==> config.mk <==
export PLATFORM = sky130hd
export DESIGN_NAME = gzip_header_parser
export DESIGN_NICKNAME = d
export VERILOG_FILES = /design/src/rtl/core/gzhp_pkg.sv /design/src/rtl/core/gzip_header_parser.sv
export SDC_FILE = /design/constraint.sdc
export NUM_CORES = 1
export LEC_CHECK = 0
export ABC_CLOCK_PERIOD_IN_PS = 4600
export BUFFER_PORTS_ARGS = -buffer_cell sky130_fd_sc_hd__buf_4
export CORE_MARGIN = 2
export CORE_UTILIZATION = 32
export DETAILED_ROUTE_END_ITERATION = 7
export PLACE_DENSITY = 0.53
export SLEW_MARGIN = 15
export SYNTH_ARGS = -nofsm -noshare
export SYNTH_HDL_FRONTEND = slang
export SYNTH_SLANG_ARGS = --single-unit
==> constraint.sdc <==
create_clock -name i_clk -period 4.6 [get_ports i_clk]
set_clock_uncertainty 0.05 [all_clocks]
set_input_delay 0.23 -clock i_clk [delete_from_list [all_inputs] [get_ports i_clk]]
set_output_delay 0.23 -clock i_clk [all_outputs]
set_load 0.05 [all_outputs]
==> src/rtl/core/gzhp_pkg.sv <==
package gzhp_pkg;

    localparam logic [7:0] MAGIC_A        = 8'h1f;
    localparam logic [7:0] MAGIC_B        = 8'h8b;
    localparam logic [7:0] METHOD_DEFLATE = 8'h08;
    localparam logic [7:0] FLG_RESERVED   = 8'hE0;
    localparam logic [4:0] FLG_HCRC       = 5'h02;
    localparam logic [4:0] FLG_EXTRA      = 5'h04;
    localparam logic [4:0] FLG_NAME       = 5'h08;
    localparam logic [4:0] FLG_COMMENT    = 5'h10;
    localparam logic [3:0] FIXED_LAST     = 4'd9;

    localparam logic [3:0] IDX_MAGIC_A = 4'd0;
    localparam logic [3:0] IDX_MAGIC_B = 4'd1;
    localparam logic [3:0] IDX_METHOD  = 4'd2;
    localparam logic [3:0] IDX_FLAGS   = 4'd3;
    localparam logic [3:0] IDX_TIME_LO = 4'd4;
    localparam logic [3:0] IDX_TIME_HI = 4'd7;
    localparam logic [4:0] HCRC_LEN    = 5'd2;

    typedef enum logic [3:0] {
        PH_FIXED   = 4'd0,
        PH_XLO     = 4'd1,
        PH_XHI     = 4'd2,
        PH_EXTRA   = 4'd3,
        PH_NAME    = 4'd4,
        PH_COMMENT = 4'd5,
        PH_HCRC    = 4'd6,
        PH_PAYLOAD = 4'd7
    } t_phase;

    typedef enum logic [2:0] {
        ST_HEADER = 3'd0,
        ST_DONE   = 3'd1,
        ST_MAGIC  = 3'd2,
        ST_METHOD = 3'd3,
        ST_FLAGS  = 3'd4,
        ST_TRUNC  = 3'd5
    } t_status;

    typedef struct packed {
        logic [7:0] stream_byte;
        logic       first_byte;
        logic       final_byte;
    } t_in;

    typedef struct packed {
        t_status     status;
        logic [31:0] mod_time;
        logic        payload_valid;
        logic [7:0]  payload_byte;
    } t_out;

    // First optional section after 'from' that the flags enable, else the payload phase.
    function automatic t_phase next_phase(input t_phase from, input logic [4:0] flags);
        t_phase result;
        if (from < PH_XLO && (flags & FLG_EXTRA) != 5'd0) begin
            result = PH_XLO;
        end else if (from < PH_NAME && (flags & FLG_NAME) != 5'd0) begin
            result = PH_NAME;
        end else if (from < PH_COMMENT && (flags & FLG_COMMENT) != 5'd0) begin
            result = PH_COMMENT;
        end else if (from < PH_HCRC && (flags & FLG_HCRC) != 5'd0) begin
            result = PH_HCRC;
        end else begin
            result = PH_PAYLOAD;
        end
        return result;
    endfunction

endpackage

==> src/rtl/core/gzip_header_parser.sv <==
// A byte's result is registered (one result register) unless the output is stalled.
// Throughput: one byte per cycle while the skid register is empty; the header state updates in one pass per byte.
// A skid register takes one more result while the output is stalled.
// Reset (i_rst_n low at a clock edge, synchronous) returns the parser to the fixed header,
// clears the fault and empties the output and skid registers.
module gzip_header_parser (
    input  logic           i_clk,
    input  logic           i_rst_n,
    input  logic           i_in_valid,
    output logic           o_in_ready,
    input  gzhp_pkg::t_in  i_in_data,
    output logic           o_out_valid,
    input  logic           i_out_ready,
    output gzhp_pkg::t_out o_out_data
);

    gzhp_pkg::t_phase  r_phase, n_phase;
    logic [3:0]        r_index, n_index;
    logic [4:0]        r_flags, n_flags;
    logic [7:0]        r_extra_low, n_extra_low;
    logic [15:0]       r_extra_rem, n_extra_rem;
    logic [31:0]       r_time, n_time;
    gzhp_pkg::t_status r_fault, n_fault;

    logic              r_out_valid;
    logic              r_skid_valid;
    gzhp_pkg::t_out    r_out;
    gzhp_pkg::t_out    r_skid;
    gzhp_pkg::t_out    n_result;

    logic              in_fire;
    logic              out_fire;
    logic [7:0]        b;
    logic [4:0]        crc_count;
    logic [15:0]       extra_dec;
    logic              pay;

    assign o_in_ready  = !r_skid_valid;
    assign o_out_valid = r_out_valid;
    assign o_out_data  = r_out;
    assign in_fire     = i_in_valid && o_in_ready;
    assign out_fire    = r_out_valid && i_out_ready;
    assign b           = i_in_data.stream_byte;

    always_comb begin
        // start from reset values when a new stream begins
        if (i_in_data.first_byte) begin
            n_phase     = gzhp_pkg::PH_FIXED;
            n_index     = 4'd0;
            n_flags     = 5'd0;
            n_extra_low = 8'd0;
            n_extra_rem = 16'd0;
            n_time      = 32'd0;
            n_fault     = gzhp_pkg::ST_HEADER;
        end else begin
            n_phase     = r_phase;
            n_index     = r_index;
            n_flags     = r_flags;
            n_extra_low = r_extra_low;
            n_extra_rem = r_extra_rem;
            n_time      = r_time;
            n_fault     = r_fault;
        end
        pay       = 1'b0;
        crc_count = {1'b0, n_index} + 5'd1;
        extra_dec = (n_extra_rem != 16'd0) ? n_extra_rem - 16'd1 : n_extra_rem;

        if (n_fault == gzhp_pkg::ST_HEADER) begin
            unique case (n_phase) inside
                gzhp_pkg::PH_FIXED: begin
                    if (n_index == gzhp_pkg::IDX_MAGIC_A && b != gzhp_pkg::MAGIC_A) begin
                        n_fault = gzhp_pkg::ST_MAGIC;
                    end else if (n_index == gzhp_pkg::IDX_MAGIC_B
                                 && b != gzhp_pkg::MAGIC_B) begin
                        n_fault = gzhp_pkg::ST_MAGIC;
                    end else if (n_index == gzhp_pkg::IDX_METHOD
                                 && b != gzhp_pkg::METHOD_DEFLATE) begin
                        n_fault = gzhp_pkg::ST_METHOD;
                    end else if (n_index == gzhp_pkg::IDX_FLAGS) begin
                        if ((b & gzhp_pkg::FLG_RESERVED) != 8'd0) begin
                            n_fault = gzhp_pkg::ST_FLAGS;
                        end else begin
                            n_flags = b[4:0];
                        end
                    end else if (n_index >= gzhp_pkg::IDX_TIME_LO
                                 && n_index <= gzhp_pkg::IDX_TIME_HI) begin
                        unique case (n_index[1:0])
                            2'd0:    n_time[7:0]   = b;
                            2'd1:    n_time[15:8]  = b;
                            2'd2:    n_time[23:16] = b;
                            default: n_time[31:24] = b;
                        endcase
                    end
                    if (n_index >= gzhp_pkg::FIXED_LAST) begin
                        n_index = 4'd0;
                        n_phase = gzhp_pkg::next_phase(gzhp_pkg::PH_FIXED, n_flags);
                    end else begin
                        n_index = crc_count[3:0];
                    end
                end
                gzhp_pkg::PH_XLO: begin
                    n_extra_low = b;
                    n_phase     = gzhp_pkg::PH_XHI;
                end
                gzhp_pkg::PH_XHI: begin
                    n_extra_rem = {b, n_extra_low};
                    n_phase     = ({b, n_extra_low} != 16'd0) ? gzhp_pkg::PH_EXTRA
                                : gzhp_pkg::next_phase(gzhp_pkg::PH_EXTRA, n_flags);
                end
                gzhp_pkg::PH_EXTRA: begin
                    n_extra_rem = extra_dec;
                    if (extra_dec == 16'd0) begin
                        n_phase = gzhp_pkg::next_phase(gzhp_pkg::PH_EXTRA, n_flags);
                    end
                end
                gzhp_pkg::PH_NAME, gzhp_pkg::PH_COMMENT: begin
                    if (b == 8'd0) begin
                        n_phase = gzhp_pkg::next_phase(n_phase, n_flags);
                    end
                end
                gzhp_pkg::PH_HCRC: begin
                    if (crc_count >= gzhp_pkg::HCRC_LEN) begin
                        n_index = 4'd0;
                        n_phase = gzhp_pkg::next_phase(gzhp_pkg::PH_HCRC, n_flags);
                    end else begin
                        n_index = crc_count[3:0];
                    end
                end
                default: begin
                    // payload, and any unused phase code
                    pay = 1'b1;
                end
            endcase
            if (n_fault == gzhp_pkg::ST_HEADER && n_phase < gzhp_pkg::PH_PAYLOAD
                && i_in_data.final_byte) begin
                n_fault = gzhp_pkg::ST_TRUNC;
            end
        end

        n_result.mod_time = n_time;
        if (n_fault != gzhp_pkg::ST_HEADER) begin
            n_result.status        = n_fault;
            n_result.payload_valid = 1'b0;
            n_result.payload_byte  = 8'd0;
        end else begin
            n_result.status        = (n_phase >= gzhp_pkg::PH_PAYLOAD) ? gzhp_pkg::ST_DONE
                                   : gzhp_pkg::ST_HEADER;
            n_result.payload_valid = pay;
            n_result.payload_byte  = pay ? b : 8'd0;
        end
    end

    always_ff @(posedge i_clk) begin
        if (!i_rst_n) begin
            r_phase     <= gzhp_pkg::PH_FIXED;
            r_index     <= 4'd0;
            r_flags     <= 5'd0;
            r_extra_low <= 8'd0;
            r_extra_rem <= 16'd0;
            r_time      <= 32'd0;
            r_fault     <= gzhp_pkg::ST_HEADER;
        end else if (in_fire) begin
            r_phase     <= n_phase;
            r_index     <= n_index;
            r_flags     <= n_flags;
            r_extra_low <= n_extra_low;
            r_extra_rem <= n_extra_rem;
            r_time      <= n_time;
            r_fault     <= n_fault;
        end
    end

    always_ff @(posedge i_clk) begin
        if (!i_rst_n) begin
            r_out_valid  <= 1'b0;
            r_skid_valid <= 1'b0;
        end else if (in_fire) begin
            // park the result in the skid register while the output is stalled
            if (r_out_valid && !out_fire) begin
                r_skid_valid <= 1'b1;
            end else begin
                r_out_valid <= 1'b1;
            end
        end else if (out_fire) begin
            if (r_skid_valid) begin
                r_skid_valid <= 1'b0;
            end else begin
                r_out_valid <= 1'b0;
            end
        end
    end

    always_ff @(posedge i_clk) begin
        if (in_fire) begin
            if (r_out_valid && !out_fire) begin
                r_skid <= n_result;
            end else begin
                r_out <= n_result;
            end
        end else if (out_fire && r_skid_valid) begin
            r_out <= r_skid;
        end
    end

endmodule
# After elaboration in Yosys (flattened, before gate mapping)
# Cells that the tools add are included.
dict set report totals {
  regBits 162
  output_inout_bits 46
  elab_cells 162
}
dict set report classes {
  n_addsub 2
  magnitude_cmp 10
  eq_ne 17
  n_mux 80
  reduce_logical 36
}
# op n
set ops {}
lappend ops {{$mux 32} 8}
lappend ops {{$mux 44} 3}
lappend ops {{$mux 8} 8}
lappend ops {{$mux 5} 10}
lappend ops {{$mux 16} 3}
lappend ops {{$mux 4} 12}
lappend ops {{$mux 3} 13}
lappend ops {{$pmux 16 s2} 1}
lappend ops {{$reduce_bool 16->1} 2}
lappend ops {{$pmux 4 s6} 1}
lappend ops {{$eq 4x2->1 const B} 4}
lappend ops {{$logic_not 16->1} 1}
lappend ops {{$lt 4x3->1 const B} 4}
lappend ops {{$sub 16x1->16 const B} 1}
lappend ops {{$logic_and 1x1->1} 14}
lappend ops {{$mux 1} 13}
lappend ops {{$eq 4x3->1 const B} 3}
lappend ops {{$mux 2} 6}
lappend ops {{$mux 9} 1}
lappend ops {{$eq 4x1->1 const B} 2}
lappend ops {{$ge 4x3->1 const B} 2}
lappend ops {{$logic_not 4->1} 2}
lappend ops {{$logic_not 8->1} 1}
lappend ops {{$ne 8x4->1 const B} 1}
lappend ops {{23 further kinds} 29}

# Logic depth before layout (Yosys ltp)
# Gate-level depths: netlist of the first run.
dict set report depth {
  depth_word 24
  mapped_depth 19
}

# Least setup slack after synthesis of the first run
# No wires, ideal clock.
dict set report synth_path {
  kind {input-to-reg}
  startpoint {in i_in_data[1] in the netlist's numbering}
  endpoint {reg r_out (netlist bit o_out_data[41]), data pin}
  setup_time_ns 0.268
  t_arrival_ns 3.764
  required_time_ns 4.282
  path_slack_ns 0.518
  stages 18
  n_path_buf 5
  cell_sequence {buf_2 > inv_1 > clkbuf_1 > buf_1 > clkbuf_1 > clkbuf_1 > nand2_1 > inv_1 > ha_1 > nor4bb_1 > o221ai_1 > o2bb2ai_1 > a311oi_1 > o211ai_1 > a41oi_2 > a221oi_2 > a32oi_1 > a31oi_1}
}
dict set report synth_between {
  elab_chain_len 24
  word_cells_on_any_way 83
  classes_between {2 x add/sub; 8 x order compare; 9 x eq/ne; 46 x mux; 18 x reduce/logical}
}
# element line_no
set synth_rtl {}
lappend synth_rtl {{start, declared} gzip_header_parser.sv:11} ;# input gzhp_pkg::t_in i_in_data,
lappend synth_rtl {{$mux 4 or $mux 5 (tied branches)} gzip_header_parser.sv:47} ;# if (i_in_data.first_byte) begin
lappend synth_rtl {{$eq 4x2->1 (tied with other cells)} gzip_header_parser.sv:79} ;# end else if (n_index == gzhp_pkg::IDX_FLAGS) begin
lappend synth_rtl {{$mux 5 or $logic_and 1x1->1 (tied branches)} {gzip_header_parser.sv:79, gzip_header_parser.sv:77}}
lappend synth_rtl {{$mux 5} gzip_header_parser.sv:76} ;# end else if (n_index == gzhp_pkg::IDX_METHOD
lappend synth_rtl {{$mux 5} gzip_header_parser.sv:73} ;# end else if (n_index == gzhp_pkg::IDX_MAGIC_B
lappend synth_rtl {{$mux 5} gzip_header_parser.sv:71} ;# if (n_index == gzhp_pkg::IDX_MAGIC_A && b != gzhp_pkg::MAGIC_A) begin
lappend synth_rtl {{$mux 5} gzip_header_parser.sv:69} ;# unique case (n_phase) inside
lappend synth_rtl {{$mux 5} gzip_header_parser.sv:68} ;# if (n_fault == gzhp_pkg::ST_HEADER) begin
lappend synth_rtl {{[8 not listed]} n/a}
lappend synth_rtl {{$logic_and 1x1->1} gzip_header_parser.sv:134} ;# if (n_fault == gzhp_pkg::ST_HEADER && n_phase < gzhp_pkg::PH_PAYLOAD
lappend synth_rtl {{$logic_and 1x1->1} gzip_header_parser.sv:135} ;# && i_in_data.final_byte) begin
lappend synth_rtl {{$mux 3} gzip_header_parser.sv:134}
lappend synth_rtl {{$mux 3} gzip_header_parser.sv:68}
lappend synth_rtl {{$reduce_bool 3->1} gzip_header_parser.sv:141} ;# if (n_fault != gzhp_pkg::ST_HEADER) begin
lappend synth_rtl {{$mux 3 *} gzip_header_parser.sv:141}
lappend synth_rtl {{$mux 44 *} gzip_header_parser.sv:195} ;# if (r_out_valid && !out_fire) begin
lappend synth_rtl {{$mux 44 *} gzip_header_parser.sv:194} ;# if (in_fire) begin
lappend synth_rtl {{end signal, assigned} gzip_header_parser.sv:198} ;# r_out <= n_result;
lappend synth_rtl {{end signal, assigned} gzip_header_parser.sv:201} ;# r_out <= r_skid;
lappend synth_rtl {{end, declared} gzip_header_parser.sv:27} ;# gzhp_pkg::t_out r_out;
# Mark *: on every way between the ends. The rest lies on a longest branch, timed or not. The select of a mux whose other input is x is not followed.
# A chain may end at the register's enable or synchronous reset.

# Worst setup path after layout of the first run
dict set report layout_path {
  startpoint {reg r_extra_rem[0]}
  endpoint {reg r_out (netlist bit o_out_data[41]), data pin}
}
dict set report layout_between {
  elab_chain_len 16
  word_cells_on_any_way 20
  classes_between {1 x add/sub; 2 x order compare; 12 x mux; 5 x reduce/logical}
}
# element line_no
set layout_rtl {}
lappend layout_rtl {{start, declared} gzip_header_parser.sv:21} ;# logic [15:0] r_extra_rem, n_extra_rem;
lappend layout_rtl {{start signal, assigned} gzip_header_parser.sv:167} ;# r_extra_rem <= n_extra_rem;
lappend layout_rtl {{$mux 16 *} gzip_header_parser.sv:47}
lappend layout_rtl {{$sub 16x1->16 or $reduce_bool 16->1 (tied branches)} gzip_header_parser.sv:66} ;# extra_dec = (n_extra_rem != 16'd0) ? n_extra_rem - 16'd1 : n_extra_rem;
lappend layout_rtl {{$mux 16 *} gzip_header_parser.sv:66}
lappend layout_rtl {{$logic_not 16->1 *} gzip_header_parser.sv:112} ;# if (extra_dec == 16'd0) begin
lappend layout_rtl {{$mux 4 *} gzip_header_parser.sv:112}
lappend layout_rtl {{$pmux 4 s6 *} gzip_header_parser.sv:69}
lappend layout_rtl {{$mux 4 *} gzip_header_parser.sv:68}
lappend layout_rtl {{$lt 4x3->1} gzip_header_parser.sv:134}
lappend layout_rtl {{$logic_and 1x1->1} gzip_header_parser.sv:134}
lappend layout_rtl {{$logic_and 1x1->1} gzip_header_parser.sv:135}
lappend layout_rtl {{$mux 3} gzip_header_parser.sv:134}
lappend layout_rtl {{$mux 3} gzip_header_parser.sv:68}
lappend layout_rtl {{$reduce_bool 3->1} gzip_header_parser.sv:141}
lappend layout_rtl {{$mux 3 *} gzip_header_parser.sv:141}
lappend layout_rtl {{$mux 44 *} gzip_header_parser.sv:195}
lappend layout_rtl {{$mux 44 *} gzip_header_parser.sv:194}
# Marked as above.

==> results by group, run 1 <==
Run status
  – Run status: completed

Synth
  – Synthesized area: 8010 sq um
  – Synthesis Warnings: 0
  – Post-synth top flop: sky130_fd_sc_hd__edfxtp_1
  – Number of instances in the synthesized netlist: 872
  – Syn Nets: 892
  – Most area-consuming cells after synthesis: sky130_fd_sc_hd__edfxtp_1 (33%), sky130_fd_sc_hd__dfxtp_1 (18%), sky130_fd_sc_hd__a21oi_1 (6.9%), sky130_fd_sc_hd__nor2_1 (5.9%), sky130_fd_sc_hd__o21ai_0 (3.4%)
  – Post-synthesis register bit count: 161
  – Mean Syn Cell Area: 9.19 sq um
  – Count of different cell masters after synthesis: 77
  – Register area share after synthesis: 0.512
  – Area share of the largest cell type after synthesis: 0.330
  – Post-synthesis cell type with the largest combined area: sky130_fd_sc_hd__edfxtp_1
  – Number of synthesized flops with an enable pin: 88
  – Library cell with the highest instance count after synthesis: sky130_fd_sc_hd__nor2_1
  – Leading post-synthesis cells by instance count: sky130_fd_sc_hd__nor2_1 (125), sky130_fd_sc_hd__a21oi_1 (111), sky130_fd_sc_hd__edfxtp_1 (88), sky130_fd_sc_hd__dfxtp_1 (73), sky130_fd_sc_hd__o21ai_0 (55)
  – Post-synthesis async set-or-reset flop share: 0

Timing
  – Max-slew headroom at the worst pin: 0.496
  – Setup tns final: 0 ps
  – Setup repair after global routing missed its margin: no
  – Share of the clock period used by the worst path after layout: 0.787
  – Max Fclk: 276 MHz
  – Pins Over Slew Limit: 0
  – Final-report hold violation count: 0
  – Final setup fails: 0
  – Shortest clock period the worst path allows after layout: 3620 ps
  – Slew of the pin with the lowest slew margin: 750 ps

Min path
  – Hold WC Path Type: input port to flop

Floorplan
  – Placeable Area: 24500 sq um
  – Initial core utilization: 0.328
  – I/O pin count: 60
  – Die Height: 162 um
  – Die ar.: 26300 sq um
  – Site row count: 57
  – Die width: 162 um

Detailed routing
  – Total wire length: 21.9 mm
  – Number of nets with antenna violations after detailed routing: 0
  – Drt via density: 5.36
  – DRC Markers: 0
  – Total via count in the routed design: 6616
  – Wire length per cell: 17.7 um
  – DRT Pass-1 Iters: 5
  – Violation count after the first detailed-route iteration: 671

Cells and area
  – Inserted Diodes: 0
  – Post-Layout Inst Area: 9290 sq um
  – Layout cell share with drive strength beyond 1: 0.151
  – Net count of the finished layout: 917
  – Number of fill cells: 2498
  – Syn-to-layout area delta: 15.9%

Clock tree
  – Maximum number of buffers from clock root to sink: 2
  – Post-CTS sizing: 0
  – Reg clk slew, reported paths: 70 ps
  – Latest clock arrival within the worst-skew pair: 420 ps
  – Count of H-tree levels built during CTS: 4
  – CTS sink count: 161
  – CTS tree: built
  – Number of buffers created by CTS: 17
  – CTS Root Cell: sky130_fd_sc_hd__clkbuf_16

Placement
  – Number of buffers inserted by port buffering: 59
  – Instance area at placement: 8730 sq um
  – Detail Placement HPWL: 13.8 mm
  – Routability cong.: 0.873

Global routing
  – Number of antenna violations at the first check in global routing: 0
  – Global-route wire length before repair: 34.7 mm
  – Global-route total usage across every layer: 0.169
  – Grt ovf: 0
  – Pin count of the biggest net entering global routing: 157
  – Number of global-route vias before repair: 6250

Worst setup path
  – CP Data Arrival Time: 3840 ps
  – Crit path max fanout: 8
  – Crit. End Element: flop
  – Required time of the critical path: 4820 ps
  – Crit start category: flop
  – WS Path Type: flop to flop

Power and ir drop
  – Static Leak: 3.65 nW
  – Power per standard cell area: 384 nW/um^2
  – Max IR drop VDD: 0.225 mV
  – Power after layout: 3.57 mW

Flow run
  – Total of max-cap violations: 0
per-stage QoR:
step           worst slack, ps  instances  hold slack [ps]   util
3_5_place_dp               760       1201              387  0.357
2_1_floorplan              518        872              282      -
5_1_grt                    671       1234              109  0.380
6_report                   981       1234              104  0.380
4_1_cts                   1080       1234             84.2  0.380
3_3_place_gp               845       1201              381  0.356
registers in the layout, summed over array words and instances, names as in the netlist:
name          count
r_skid           44
r_extra_rem      16
r_phase           4
r_index           4
r_fault           3
r_time           32
r_extra_low       8
o_out_valid       1
r_flags           4
r_skid_valid      1
o_out_data       44
power by group:
group / internal [mW] / leakage (nW) / switching, mW
Clock: 0.737 / 0.261 / 0.596
Combinational: 0.174 / 1.98 / 0.414
Sequential: 1.61 / 1.41 / 0.0439
layout make-up:
type	count	area (sq um)	area share
inverters	46	173	0.0186
multi-input cells	601	3520	0.379
flip-flops and latches	161	4100	0.442
repair buffers	70	541	0.0582
well taps	324	405	0.0436
clock buffers	21	470	0.0506
clock inverters	11	80.1	0.00862
cell families after synthesis:
logic type	after synthesis	share of synthesized area
flip-flops	161	0.512
multiplexers	10	0.0137
AND/OR/NAND/NOR	294	0.186
XOR/XNOR	5	0.00547
AO/OA/AOI/OAI	286	0.219
buffers and inverters	110	0.0534
adder cells (fa/ha/maj)	6	0.00937
path summary, 6_finish.rpt:
kind	startpoint	to	slack, ps	cells after the start
worst max register to register	r_extra_rem[0]	o_out_data[41]	980	12
worst min-delay path	i_in_valid	r_skid_valid	100	3
worst min register to register	r_fault[1]	r_fault[1]	470	2
worst max-delay path	r_extra_rem[0]	o_out_data[41]	980	12
cell usage in the layout (no fill, tap or decap), types with 3 or more instances in the layout:
| cell | instances |
|---|---|
| sky130_fd_sc_hd__nand4_1 | 3 |
| sky130_fd_sc_hd__dfxtp_1 | 73 |
| sky130_fd_sc_hd__a22oi_1 | 19 |
| sky130_fd_sc_hd__clkbuf_16 | 17 |
| sky130_fd_sc_hd__o2111ai_1 | 4 |
| sky130_fd_sc_hd__o211ai_1 | 4 |
| sky130_fd_sc_hd__clkinv_1 | 3 |
| sky130_fd_sc_hd__clkbuf_8 | 3 |
| sky130_fd_sc_hd__o22ai_1 | 3 |
| sky130_fd_sc_hd__nor4_1 | 10 |
| sky130_fd_sc_hd__o21ai_0 | 54 |
| sky130_fd_sc_hd__nor2_1 | 125 |
| sky130_fd_sc_hd__a32oi_1 | 4 |
| sky130_fd_sc_hd__a211oi_1 | 5 |
| sky130_fd_sc_hd__o221ai_1 | 6 |
| sky130_fd_sc_hd__a21oi_1 | 110 |
| sky130_fd_sc_hd__buf_4 | 68 |
| sky130_fd_sc_hd__mux2_2 | 8 |
| sky130_fd_sc_hd__or2_2 | 3 |
| sky130_fd_sc_hd__nand2_1 | 46 |
| sky130_fd_sc_hd__nor4_4 | 3 |
| sky130_fd_sc_hd__xor2_1 | 3 |
| sky130_fd_sc_hd__clkinvlp_4 | 3 |
| sky130_fd_sc_hd__a31oi_1 | 38 |
| sky130_fd_sc_hd__ha_1 | 6 |
| sky130_fd_sc_hd__nand3_1 | 10 |
| sky130_fd_sc_hd__edfxtp_1 | 88 |
| sky130_fd_sc_hd__inv_1 | 45 |
| sky130_fd_sc_hd__o21a_1 | 3 |
| sky130_fd_sc_hd__or4_1 | 3 |
| sky130_fd_sc_hd__nor3_1 | 16 |
| sky130_fd_sc_hd__and3_1 | 42 |
| sky130_fd_sc_hd__nor2b_1 | 5 |
| sky130_fd_sc_hd__or3_1 | 5 |
worst max-delay path, cell delays in order, from the launching register on:
cell and delay (ps):
sky130_fd_sc_hd__dfxtp_1 380, sky130_fd_sc_hd__nand2_1 130, sky130_fd_sc_hd__ha_1 350, sky130_fd_sc_hd__nor4b_1 340, sky130_fd_sc_hd__nand4_2 230, sky130_fd_sc_hd__a31oi_1 290
sky130_fd_sc_hd__o21ai_1 130, sky130_fd_sc_hd__a211oi_2 410, sky130_fd_sc_hd__a31o_2 240, sky130_fd_sc_hd__a41oi_2 150, sky130_fd_sc_hd__a221oi_2 390, sky130_fd_sc_hd__a32oi_1 200
sky130_fd_sc_hd__a31oi_1 180
what timing repair did:
action	in CTS	in global routing
endpoints found under the hold margin	1	0
setup endpoints to repair	0	0
setup buffers	0	0
hold buffers	1	0
metal layers:
layer | up-vias | share of wire | track usage
li1 | 3252 | - | -
met1 | 3095 | 0.45 | 0.224
met2 | 226 | 0.46 | 0.264
met3 | 43 | 0.060 | 0.0337
met4 | 0 | 0.035 | 0.0849
met5 | - | 0 | 0
(Power assumes the default switching activity.)
==> run 2, diff against run 1 <==
ABC_CLOCK_PERIOD_IN_PS = 2900   (was 4600)
PLACE_DENSITY = 0.54   (was 0.53)
clock period = 2.9 ns   (was 4.6 ns; I/O delays follow)
==> results by group, run 2 (same netlist as run 1, synthesis figures left out) <==
Run status
  – Run status: complete, but fails checks
  – Failing checks: negative setup slack

Worst setup path
  – Worst-path cell with the longest stage delay: sky130_fd_sc_hd__or4_4
  – Crit path max fanout: 5
  – Crit path cell chain: buf_6 -> or4_4 -> o21ai_1 -> a21bo_2 -> a2bb2oi_2 -> a211oi_2 -> buf_4 -> a31o_4 -> a41oi_4 -> a221oi_2 -> a32oi_1 -> a31oi_1
  – Reg2reg setup slack: -140 ps
  – CP Data Arrival Time: 3150 ps
  – Crit start category: flop
  – Worst flop-to-flop path startpoint: r_extra_rem[1]
  – WS Path Type: flop to flop
  – Worst reg-to-reg path cell count: 12
  – Destination of the worst register-to-register timing path: o_out_data[41]
  – Delay of the slowest cell on the worst path: 550 ps
  – Crit. End Element: flop
  – Required time of the critical path: 3010 ps

Clock tree
  – Reg clk slew, reported paths: 70 ps
  – Number of buffers created by CTS: 17
  – CTS sink count: 161
  – Latest clock arrival within the worst-skew pair: 430 ps
  – CTS Root Cell: sky130_fd_sc_hd__clkbuf_16
  – CTS tree: built
  – Count of H-tree levels built during CTS: 4
  – Maximum number of buffers from clock root to sink: 2

Cells and area
  – Finished Core Util: 0.429
  – Leading cell type in the layout, fill and taps excluded: sky130_fd_sc_hd__buf_4
  – Number of fill cells: 2425
  – Syn-to-layout area delta: 31.0%
  – Layout cell share with drive strength beyond 1: 0.287
  – Inserted Diodes: 0
  – Net count of the finished layout: 1028
  – Number of standard cells in the final layout excluding fillers: 1345
  – Top library cells by usage in the layout, fill and taps aside: sky130_fd_sc_hd__buf_4 (176), sky130_fd_sc_hd__nor2_1 (125), sky130_fd_sc_hd__a21oi_1 (109)

Placement
  – Number of buffers inserted by port buffering: 59
  – Pre-CTS worst setup slack: -280 ps
  – Routability cong.: 0.891
  – Detail Placement HPWL: 15.4 mm
  – Placed Cells incl. Taps: 1307

Floorplan
  – Die Height: 162 um
  – Site row count: 57
  – Initial core utilization: 0.328
  – Die ar.: 26300 sq um
  – Placeable Area: 24500 sq um
  – I/O pin count: 60
  – Die width: 162 um

Global routing
  – Number of global-route vias before repair: 6699
  – Global-route wire length before repair: 36.4 mm
  – Pin count of the biggest net entering global routing: 150
  – Global-route total usage across every layer: 0.177
  – Number of antenna violations at the first check in global routing: 0
  – Grt ovf: 0

Detailed routing
  – DRC Markers: 0
  – Violation count after the first detailed-route iteration: 465
  – DRT Pass-1 Iters: 5
  – Number of nets with antenna violations after detailed routing: 0
  – Wire length per cell: 17.2 um
  – Total wire length: 23.1 mm
  – Total via count in the routed design: 7078
  – Drt via density: 5.26

Timing
  – Pins Over Slew Limit: 0
  – Setup WS post-layout: -139 ps
  – Setup repair after global routing missed its margin: yes
  – Shortest clock period the worst path allows after layout: 3040 ps
  – Share of the clock period used by the worst path after layout: 1.05
  – Final-report hold violation count: 0
  – Max Fclk: 329 MHz
  – Final setup fails: 4
  – Slew of the pin with the lowest slew margin: 647 ps
  – Setup tns final: -406 ps
  – Max-slew headroom at the worst pin: 0.569

Power and ir drop
  – Power per standard cell area: 572 nW/um^2
  – Max IR drop VDD: 0.311 mV
  – Static Leak: 4.29 nW

Min path
  – Hold worst-path end: r_skid_valid
  – Hold WC Path Type: input port to flop
  – Depth of the worst hold-timing path: 3
  – Hold path startpoint: i_in_valid

Flow run
  – Total of max-cap violations: 0
[run 2: cell count changes in the layout (fill, tap and decap cells not counted), sizes merged]
| cell | change |
|---|---|
| clkinv | +3 |
| clkbuf | -4 |
| clkinvlp | -2 |
| inv | +3 |
| buf | +111 |
[run 2: what timing repair did]
| item | in CTS | in global routing |
|---|---|---|
| hold buffers | 1 | 0 |
| resized for setup | 12 | 32 |
| endpoints found under the hold margin | 1 | 0 |
| setup endpoints to repair | 6 | 67 |
| pin swaps | 12 | 3 |
| buffers inserted | 6 | 0 |
[run 2: how the worst max path moves through the flow]
stage / start / end / slack, ps / depth (start not counted)
after floorplan: i_in_data[1] / o_out_data[41] / -410 / 17
after global placement: r_extra_rem[1] / o_out_data[43] / -220 / 12
after detailed placement: r_extra_rem[1] / o_out_data[43] / -280 / 12
after CTS: r_extra_rem[1] / o_out_data[41] / -100 / 12
after global routing: r_extra_rem[1] / o_out_data[41] / -280 / 12
final: r_extra_rem[1] / o_out_data[41] / -140 / 12
[run 2: per-stage QoR]
step	hold slack [ps]	total power, mW	cell area, sq um
CTS	12.9	6.02	10300
floorplan	197	3.33	8110
detailed placement	294	3.74	9580
global route	40.6	6.24	10500
global placement	291	3.73	9580
finish	21.8	6.00	10500
[run 2: critical path, delay by kind of cell (launching register included)]
family                 cells  cell delay (ps)
AOI/OAI and AO/OA          9             1560
and+or+nand+nor            1              550
buffers and inverters      2              280
DFF                        1              340
[run 2: final cells by class]
type / count / area (sq um) / area share
flip-flops and latches: 161 / 4110 / 0.391
multi-input cells: 601 / 3800 / 0.362
repair buffers: 181 / 1400 / 0.134
clock buffers: 17 / 425 / 0.0405
well taps: 324 / 405 / 0.0386
clock inverters: 15 / 185 / 0.0176
inverters: 46 / 175 / 0.0167
[run 2: routing by layer]
layer,track usage,part of all wire,vias up
li1,-,-,3495
met1,0.241,0.47,3405
met2,0.283,0.46,143
met3,0.0253,0.037,35
met4,0.0708,0.026,0
met5,0,0,-
[run 2: report_power, final]
| part | internal, mW | switching [mW] |
|---|---|---|
| sequential | 2.54 | 0.0664 |
| combinational | 0.407 | 0.708 |
| clock | 1.17 | 1.10 |
| total | 4.12 | 1.88 |
==> run 3, diff against run 2 <==
RECOVER_POWER = 25   (was not set)
==> results by group, run 3 (same netlist as run 1, synthesis figures left out) <==
Cells and area
  – Net count of the finished layout: 1028
  – Syn-to-layout area delta: 28.6%
  – Leading cell type in the layout, fill and taps excluded: sky130_fd_sc_hd__buf_4
  – Top library cells by usage in the layout, fill and taps aside: sky130_fd_sc_hd__buf_4 (128), sky130_fd_sc_hd__nor2_1 (125), sky130_fd_sc_hd__a21oi_1 (110)
  – Layout cell share with drive strength beyond 1: 0.239
  – Inserted Diodes: 0

Global routing
  – Number of global-route vias before repair: 6699
  – Pin count of the biggest net entering global routing: 150
  – Global-route total usage across every layer: 0.177
  – Global-route wire length before repair: 36.4 mm
  – Grt ovf: 0
  – Number of antenna violations at the first check in global routing: 0

Floorplan
  – Site row count: 57
  – I/O pin count: 60
  – Die width: 162 um
  – Die ar.: 26300 sq um
  – Placeable Area: 24500 sq um
  – Die Height: 162 um
  – Initial core utilization: 0.328

Timing
  – Setup WS post-layout: -143 ps
  – Max-slew headroom at the worst pin: 0.331
  – Final setup fails: 4
  – Max Fclk: 329 MHz
  – Shortest clock period the worst path allows after layout: 3040 ps
  – Setup repair after global routing missed its margin: yes
  – Share of the clock period used by the worst path after layout: 1.05
  – Final-report hold violation count: 0
  – Slew of the pin with the lowest slew margin: 1000 ps
  – Pins Over Slew Limit: 0

Detailed routing
  – Number of nets with antenna violations after detailed routing: 0
  – Violation count after the first detailed-route iteration: 492
  – DRC Markers: 0
  – Wire length per cell: 17.2 um
  – Total via count in the routed design: 7072
  – DRT Pass-1 Iters: 5
  – Total wire length: 23.2 mm
  – Drt via density: 5.26

Worst setup path
  – CP Data Arrival Time: 3150 ps
  – Delay of the slowest cell on the worst path: 550 ps
  – Crit path cell chain: buf_6 -> or4_4 -> o21ai_1 -> a21bo_2 -> a2bb2oi_2 -> a211oi_2 -> buf_4 -> a31o_4 -> a41oi_4 -> a221oi_2 -> a32oi_1 -> a31oi_1
  – Crit. End Element: flop
  – Kind of cell adding the most delay to the critical path: compound AO/OA/AOI/OAI gates
  – Worst-path cell with the longest stage delay: sky130_fd_sc_hd__or4_4
  – Crit start category: flop
  – Required time of the critical path: 3010 ps
  – Number of buffers and inverters on the critical path: 2
  – Crit path max fanout: 5
  – WS Path Type: flop to flop

Run status
  – Run status: complete, but fails checks
  – Failing checks: negative setup slack

Power and ir drop
  – Internal power of the cells: 4.07 mW
  – Max IR drop VDD: 0.311 mV
  – Power per standard cell area: 577 nW/um^2
  – Static Leak: 4.11 nW
  – Power after layout: 5.95 mW
  – Combinational power share: 0.179
  – Net switching component of the power: 1.88 mW
  – Sequential group share of total power: 0.439
  – Switching portion of total power: 0.315
  – Clock network fraction of total power: 0.383

Clock tree
  – Maximum number of buffers from clock root to sink: 2
  – Number of buffers created by CTS: 17
  – Latest clock arrival within the worst-skew pair: 430 ps
  – CTS sink count: 161
  – Reg clk slew, reported paths: 70 ps
  – CTS tree: built
  – CTS Root Cell: sky130_fd_sc_hd__clkbuf_16
  – Count of H-tree levels built during CTS: 4

Placement
  – Pre-CTS worst setup slack: -280 ps
  – Detail Placement HPWL: 15.4 mm
  – Number of buffers inserted by port buffering: 59
  – Routability cong.: 0.891

Min path
  – Hold WC Path Type: input port to flop

Flow run
  – Total of max-cap violations: 0
==> run 3: changes by cell type in the layout (fill, tap and decap cells not counted) <==
cell,before,now
sky130_fd_sc_hd__clkbuf_1,0,48
sky130_fd_sc_hd__a21oi_1,109,110
sky130_fd_sc_hd__a21oi_4,1,0
sky130_fd_sc_hd__buf_4,176,128
==> run 3: layer usage <==
layer | track usage | up-vias | wire length (um)
li1 | - | 3486 | -
met1 | 0.241 | 3394 | 11100
met5 | 0 | - | 0
met2 | 0.283 | 152 | 10600
met4 | 0.0708 | 0 | 626
met3 | 0.0253 | 40 | 772
==> run 3: worst reg2reg max path, delay by kind of cell, from the launching register on <==
kind	cells	cell delay (ps)
buf+inv	2	280
simple gates	1	550
flops	1	340
compound gates	9	1560
==> run 3: worst paths after layout <==
check,start,to,cells past startpoint,slack [ps]
worst max register to register,r_extra_rem[1],o_out_data[41],12,-140
worst max-delay path,r_extra_rem[1],o_out_data[41],12,-140
worst min register to register,r_skid[8],o_out_data[8],2,480
worst min-delay path,i_in_valid,r_skid_valid,3,20
==> run 3: metrics by stage <==
step	hold WS, ps	setup TNS (ps)	utilization	instance area [sq um]	cells
floorplan	197	-1580	-	8110	872
CTS	12.9	-239	0.421	10300	1345
detailed placement	294	-1090	0.392	9580	1307
global placement	291	-836	0.392	9580	1307
global route	40.2	-1220	0.421	10300	1345
finish	21.5	-406	0.421	10300	1345
==> run 3: repair_timing <==
item	CTS	global route
resized for setup	12	32
endpoints found under the hold margin	1	0
setup buffers	6	0
endpoints found under the setup margin	6	67
pin swaps	12	3
hold buffers	1	0
==> run 3: layout make-up <==
| cell class | count | area [sq um] |
|---|---|---|
| fillers | 2451 | 14200 |
| clock buffers | 17 | 425 |
| well taps | 324 | 405 |
| clock inverters | 15 | 185 |
| inverters | 46 | 175 |
| repair buffers | 181 | 1220 |
| flip-flops and latches | 161 | 4110 |
| multi-input cells | 601 | 3790 |
==> run 3: power by group through the flow <==
| stage | sequential, mW | clock (mW) | combinational, mW |
|---|---|---|---|
| 2_1_floorplan | 2.85 | 0 | 0.478 |
| 3_3_place_gp | 2.65 | 0 | 1.07 |
| 3_5_place_dp | 2.66 | 0 | 1.08 |
| 4_1_cts | 2.61 | 2.31 | 1.10 |
| 5_1_grt | 2.62 | 2.41 | 1.15 |
| 6_report | 2.61 | 2.28 | 1.06 |
